## src/design/bpa_pkg.sv

```systemverilog
// Shared types and constants for the bitmap page allocator.
`default_nettype none
package bpa_pkg;

   localparam int CFG_W     = 14;
   localparam int CSR_IDX_W = 2;
   localparam int OP_W      = 3;
   localparam int LEN_W     = 14;
   localparam int PIDX_W    = 13;
   localparam int ADDR_W    = 32;

   localparam logic [CFG_W-1:0] LIMIT_RESET = 14'd8192;
   localparam logic [CFG_W-1:0] SPLIT_RESET = 14'd1024;

   localparam logic [CSR_IDX_W-1:0] CSR_PAGE_LIMIT   = 2'd0;
   localparam logic [CSR_IDX_W-1:0] CSR_REGION_SPLIT = 2'd1;

   localparam logic [OP_W-1:0] OP_KERNEL_SINGLE = 3'd0;
   localparam logic [OP_W-1:0] OP_KERNEL_RUN    = 3'd1;
   localparam logic [OP_W-1:0] OP_USER_SINGLE   = 3'd2;
   localparam logic [OP_W-1:0] OP_USER_RUN      = 3'd3;
   localparam logic [OP_W-1:0] OP_RELEASE       = 3'd4;

   localparam logic [7:0] BYTE_ALL_USED = 8'hFF;

   typedef struct packed {
      logic clear_wr;
      logic accept;
      logic rel;
      logic setup;
      logic scan;
      logic mark_init;
      logic mark;
      logic load_rsp;
   } cmd_type;

   typedef struct packed {
      logic clear_last;
      logic req_release;
      logic req_alloc;
      logic setup_ok;
      logic found;
      logic scan_last;
      logic mark_last;
      logic rsp_free;
   } sts_type;

endpackage
`default_nettype wire

```

## src/design/bpa_ctrl.sv

```systemverilog
// Sequencer for clearing, release, search and marking.
`default_nettype none
module bpa_ctrl import bpa_pkg::*; (
   input  wire logic    clock,
   input  wire logic    reset,
   input  wire logic    req_valid,
   output logic         req_stall,
   input  wire sts_type sts,
   output cmd_type      cmd
);
   localparam logic [2:0] S_CLEAR   = 3'd0;
   localparam logic [2:0] S_IDLE    = 3'd1;
   localparam logic [2:0] S_REL     = 3'd2;
   localparam logic [2:0] S_SETUP   = 3'd3;
   localparam logic [2:0] S_SCAN    = 3'd4;
   localparam logic [2:0] S_MARKRD  = 3'd5;
   localparam logic [2:0] S_MARK    = 3'd6;
   localparam logic [2:0] S_RESP    = 3'd7;

   logic [2:0] state_ff, state_in;

   always_ff @(posedge clock) begin
      if (reset) begin
         state_ff <= S_CLEAR;
      end else begin
         state_ff <= state_in;
      end
   end

   assign req_stall = (state_ff != S_IDLE);

   always_comb begin
      cmd      = '0;
      state_in = state_ff;
      unique case (state_ff)
         S_CLEAR: begin
            cmd.clear_wr = 1'b1;
            if (sts.clear_last) state_in = S_IDLE;
         end
         S_IDLE: begin
            if (req_valid) begin
               cmd.accept = 1'b1;
               if (sts.req_release)    state_in = S_REL;
               else if (sts.req_alloc) state_in = S_SETUP;
               else                    state_in = S_RESP;
            end
         end
         S_REL: begin
            cmd.rel  = 1'b1;
            state_in = S_RESP;
         end
         S_SETUP: begin
            cmd.setup = 1'b1;
            state_in  = sts.setup_ok ? S_SCAN : S_RESP;
         end
         S_SCAN: begin
            cmd.scan = 1'b1;
            if (sts.found)          state_in = S_MARKRD;
            else if (sts.scan_last) state_in = S_RESP;
         end
         S_MARKRD: begin
            cmd.mark_init = 1'b1;
            state_in      = S_MARK;
         end
         S_MARK: begin
            cmd.mark = 1'b1;
            if (sts.mark_last) state_in = S_RESP;
         end
         S_RESP: begin
            if (sts.rsp_free) begin
               cmd.load_rsp = 1'b1;
               state_in     = S_IDLE;
            end
         end
         default: state_in = S_CLEAR;
      endcase
   end
endmodule
`default_nettype wire

```

## config.mk

```make
export PLATFORM = sky130hd
export DESIGN_NAME = bpa_ctrl
export DESIGN_NICKNAME = d
export VERILOG_FILES = /design/src/design/bpa_pkg.sv /design/src/design/bpa_ctrl.sv
export SDC_FILE = /design/constraint.sdc
export NUM_CORES = 1
export LEC_CHECK = 0
export BUFFER_PORTS_ARGS = -buffer_cell sky130_fd_sc_hd__buf_2
export CORE_AREA = 8 8 45 47
export DETAILED_ROUTE_END_ITERATION = 6
export DIE_AREA = 0 0 53 55
export HOLD_SLACK_MARGIN = 0.03
export PLACE_DENSITY = 0.54
export SLEW_MARGIN = 10
export SYNTH_ARGS = -nofsm -noshare
export SYNTH_HDL_FRONTEND = slang
export SYNTH_SLANG_ARGS = --single-unit
```

## constraint.sdc

```tcl
create_clock -name clock -period 1.6 [get_ports clock]
set_input_delay 0.16 -clock clock [delete_from_list [all_inputs] [get_ports clock]]
set_output_delay 0.16 -clock clock [all_outputs]
set_load 0.01 [all_outputs]
```

* Yosys cells after proc, flatten, opt, wreduce, memory -nomap -nowiden
Index checks and enable logic that the tools add are counted.
W data, S select, Z words.
** Storage, ports and cells
- Register bits :: 3
- Bits of input ports :: 11
- Logic and storage cells :: 36
** Cells by class
- Equality and inequality tests :: 13
- Multiplexer cells :: 20
- Reduce and logical (&&, ||, !) cells :: 2
** Operators by type and width (count)
- $mux W3 :: 8
- $pmux W3 S8 :: 1
- $eq A3 B3 Y1 const B :: 4
- $mux W1 :: 10
- $ne A2 B2 Y1 const B :: 4
- $eq A3 B2 Y1 const B :: 2
- $reduce_and A5 Y1 :: 1
- $eq A3 B1 Y1 const B :: 1
- $logic_not A3 Y1 :: 1
- $ne A3 B1 Y1 const B :: 1
- $ne A3 B3 Y1 const B :: 1
- $mux W2 :: 1

* Logic depth before layout (Yosys ltp)
- Depth in word-level cells :: 4
- Depth in mapped cells :: 5
- Depth with buffers taken out :: 4

* Worst setup path before layout
Ideal clock, no wire load.
- Path kind :: register to register
- Start :: register state_ff[2]
- End :: register state_ff[0]
- Library setup time :: 0.134 ns
- Arrival time :: 1.142 ns
- Path slack :: 0.324 ns
- Cell stages (with the launch flop) :: 5
- Clock period less this slack :: 1.276 ns
- Cells stage by stage :: dfxtp_1 > or4b_1 > nand3_2 > o21ba_2 > a211oi_2
** Between the ends
- Longest elaborated chain between the ends :: 3
** RTL lines
- start, declared :: line bpa_ctrl.sv:20 : logic [2:0] state_ff, state_in;
- start signal, assigned :: line bpa_ctrl.sv:26 : state_ff <= state_in;
- $eq A3 B3 Y1 (tied with other cells) :: line bpa_ctrl.sv:35 : unique case (state_ff)
- $ne A3 B3 Y1 (no source line) / $ne A2 B2 Y1 (equally long branches)
- $reduce_and A5 Y1 (no source line)
Parallel ways exist; a longest one is shown, timed or not.
A chain may end at the register's enable or synchronous reset.

==> qor.csv <==
stage,metric,value,unit
worst_setup_path,critPathLaunchType,flip-flop,
drt,via_per_inst,4.55,
placed_design,pre_cts_slack,0.263,ns
global_route,grt_max_degree,12,
layout,largest_register_ffs,3,
timing,fmax,0.725,GHz
drt,wire_per_inst,11.4,um
clock_tree,cts_setup_buffers,0,
global_route,grt_use_total,7.48,%
yosys,ys.warnings.count,0,
yosys,synth_xor_area_share,0,%
power_and_ir_drop,leakagePower,0.222,nW
clock_tree,cts_tree,built,
timing,period_share,86.2,%
worst_setup_path,critPathArrivalTime,1.22,ns
yosys,syn-cell-area,298,um2
die,dieArea,0.00292,mm2
worst_setup_path,crit_path_top_delay_cell,dfxtp_1,
worst_setup_path,r2r_end,state_ff[0],
yosys,synthTopCellsByArea,"dfxtp_1 (20%), nor2_1 (11%), a211oi_2 (8.4%)",
timing,skew,0.00131,ns
clock_tree,insertion_delay,0.23,ns
job,drv_cap,0,
clock_tree,hold_buffers,0,
yosys,ys_seq_elements,3,
die,initial_core_util,21.5,%
yosys,synthSimpleGateAreaFrac,45.0,%
clock_tree,numCtsBuffers,3,
power_and_ir_drop,ir_worst_vdd,0.000411,V
timing,slew_headroom,82.2,%
worst_setup_path,cp_max_fo,8,
die,die_w,53,um
clock_tree,root_buffer,clkbuf_4,
layout,diodes,0,
die,core,0.00138,mm2
clock_tree,clk_pin_slew_worst_paths,0.04,ns
timing,rsz0062_at_grt,no,
placed_design,port_buffers,19,
yosys,yosysUniqueCellTypes,20,
drt,first_iter_violations,1,
yosys,synth.area.mux_share,0,%
worst_setup_path,cp-end-kind,output pin,
yosys,syn_area_per_cell,6.77,um2
drt,ant_nets,0,
die,pin_count,20,
die,rows,14,
power_and_ir_drop,pwr_density_cell,1740,mW/mm2
layout,layout.nets,79,
timing,fin_setup_tns,0,ns
layout,final_cell_mix,"buf_2 (19), nor2_1 (9), nor3_1 (4)",
worst_setup_path,cp_cell_sequence,buf_4 -> inv_1 -> and3_1 -> buf_2,
timing,finalHoldViolCount,0,
drt,dr_total_vias,378,
worst_setup_path,max_stage_delay,0.39,ns
yosys,syn-num-nets,55,
global_route,grt_pass1_wl,1.55,mm
drt,wl,943,um
worst_setup_path,r2r_slack,0.26,ns
clock_tree,cts_max_path_buffers,2,
die,die_height,55,um
timing,slew_viol_final,0,
clock_tree,htreeDepth,1,
yosys,synth_top_family_by_area,simple AND/OR/NAND/NOR gates,
layout,max_flop_register,state_ff,
yosys,synth_fa_ha_area_share,0,%
global_route,grt_pass1_vias,377,
layout,top_regs,state_ff: 3 flops,
global_route,grt-ovfl-total,0,
yosys,synthCells,44,
worst_setup_path,rr_worst_depth,4,
worst_setup_path,r2r_start,state_ff[2],
timing,worstMarginPinSlew,0.263,ns
timing,min_period,1.38,ns
worst_setup_path,required,1.44,ns
placed_design,place.gp.congestion,0.781,
min_path,hold_depth,2,
min_path,min_from,reset,
min_path,hp-class,in2reg,
yosys,seq_area_frac_synth,20.2,%
min_path,hold_path_end,state_ff[0],
layout,drive_above_1_share,44.8,%
worst_setup_path,crit_type,reg2out,
drt,dr.pass1.iters,2,
clock_tree,cts.sinks,3,
yosys,synth_compound_area_share,26.5,%
outcome,status,"finished, final reports clean",
global_route,antenna_found_initial,0,
layout,area_growth,50.4,%
drt,drcViolationCount,0,
placed_design,dpl.hpwl,783,um
clock_tree,cts_resized,0,
yosys,synth_top_area_share,20.2,%
layout,layout_commonest_cell,buf_2,
timing,fin_ws,0.220,ns
timing,finalSetupViolations,0,
yosys,yosys.area.top_type,dfxtp_1,
-- worst max-delay path by stage --
stage / startpoint / endpoint / slack, ns
CTS: state_ff[1] / cmd[2] / 0.21
detailed placement: state_ff[2] / state_ff[0] / 0.26
global placement: state_ff[1] / state_ff[0] / 0.29
floorplan: state_ff[2] / state_ff[0] / 0.32
finish: state_ff[1] / cmd[2] / 0.22
global route: state_ff[1] / cmd[0] / 0.09
-- cell families (layout without fill, tap and decap cells) --
kind of cell	count (synthesis)	after routing
AO/OA/AOI/OAI	10	10
buffers and inverters	6	29
flip-flops	3	3
AND/OR/NAND/NOR	25	25
-- power breakdown --
part	internal, mW	total [mW]	switching (mW)
clock	0.0934	0.131	0.0380
sequential	0.109	0.142	0.0337
combinational	0.230	0.506	0.276
total	0.432	0.780	0.348
-- routing by layer --
| layer | vias to the layer above | global-route usage [%] | wire, um | part of all wire [%] |
|---|---|---|---|---|
| met5 | - | 0 | 0 | 0 |
| met4 | 0 | 10.3 | 0 | 0 |
| met3 | 0 | 2.67 | 88 | 9.3 |
| met2 | 12 | 9.77 | 433 | 46 |
| met1 | 164 | 8.04 | 422 | 45 |
| li1 | 202 | - | - | - |
-- synth_stat cells (all sizes together) --
| cell | number |
|---|---|
| a211oi | 2 |
| nand2 | 2 |
| nand2b | 3 |
| nand3 | 2 |
| or4 | 1 |
| clkbuf | 1 |
| a21oi | 2 |
| buf | 2 |
| or4b | 1 |
| nand4b | 1 |
| dfxtp | 3 |
| o41ai | 1 |
| and3 | 1 |
| inv | 3 |
| o21ai | 3 |
| o21ba | 2 |
| nor3 | 4 |
| nor2 | 9 |
| or3 | 1 |
-- per-stage QoR --
| stage | util [%] | power, mW | area (um2) | hold slack [ns] | instances |
|---|---|---|---|---|---|
| CTS | 32.4 | 0.792 | 448 | 0.125 | 83 |
| global placement | 30.5 | 0.650 | 422 | 0.374 | 79 |
| detailed placement | 30.5 | 0.652 | 422 | 0.375 | 79 |
| floorplan | - | 0.486 | 298 | 0.225 | 44 |
| finish | 32.4 | 0.780 | 448 | 0.133 | 83 |
| global route | 32.4 | 0.861 | 448 | 0.122 | 83 |
-- final cells by class --
cell class | instances | area (um2)
multi-input cells | 35 | 213
fillers | 155 | 936
inverters | 3 | 11.3
well taps | 16 | 20.0
clock buffers | 4 | 26.3
repair buffers | 22 | 118
flip-flops and latches | 3 | 60.1
-- critical path: cells and delay by family, from the launching register on --
family	cells	cell delay, ns
buf+inv	3	0.41
flops	1	0.39
simple gates	1	0.18
Power figures use the tool's default switching activity.
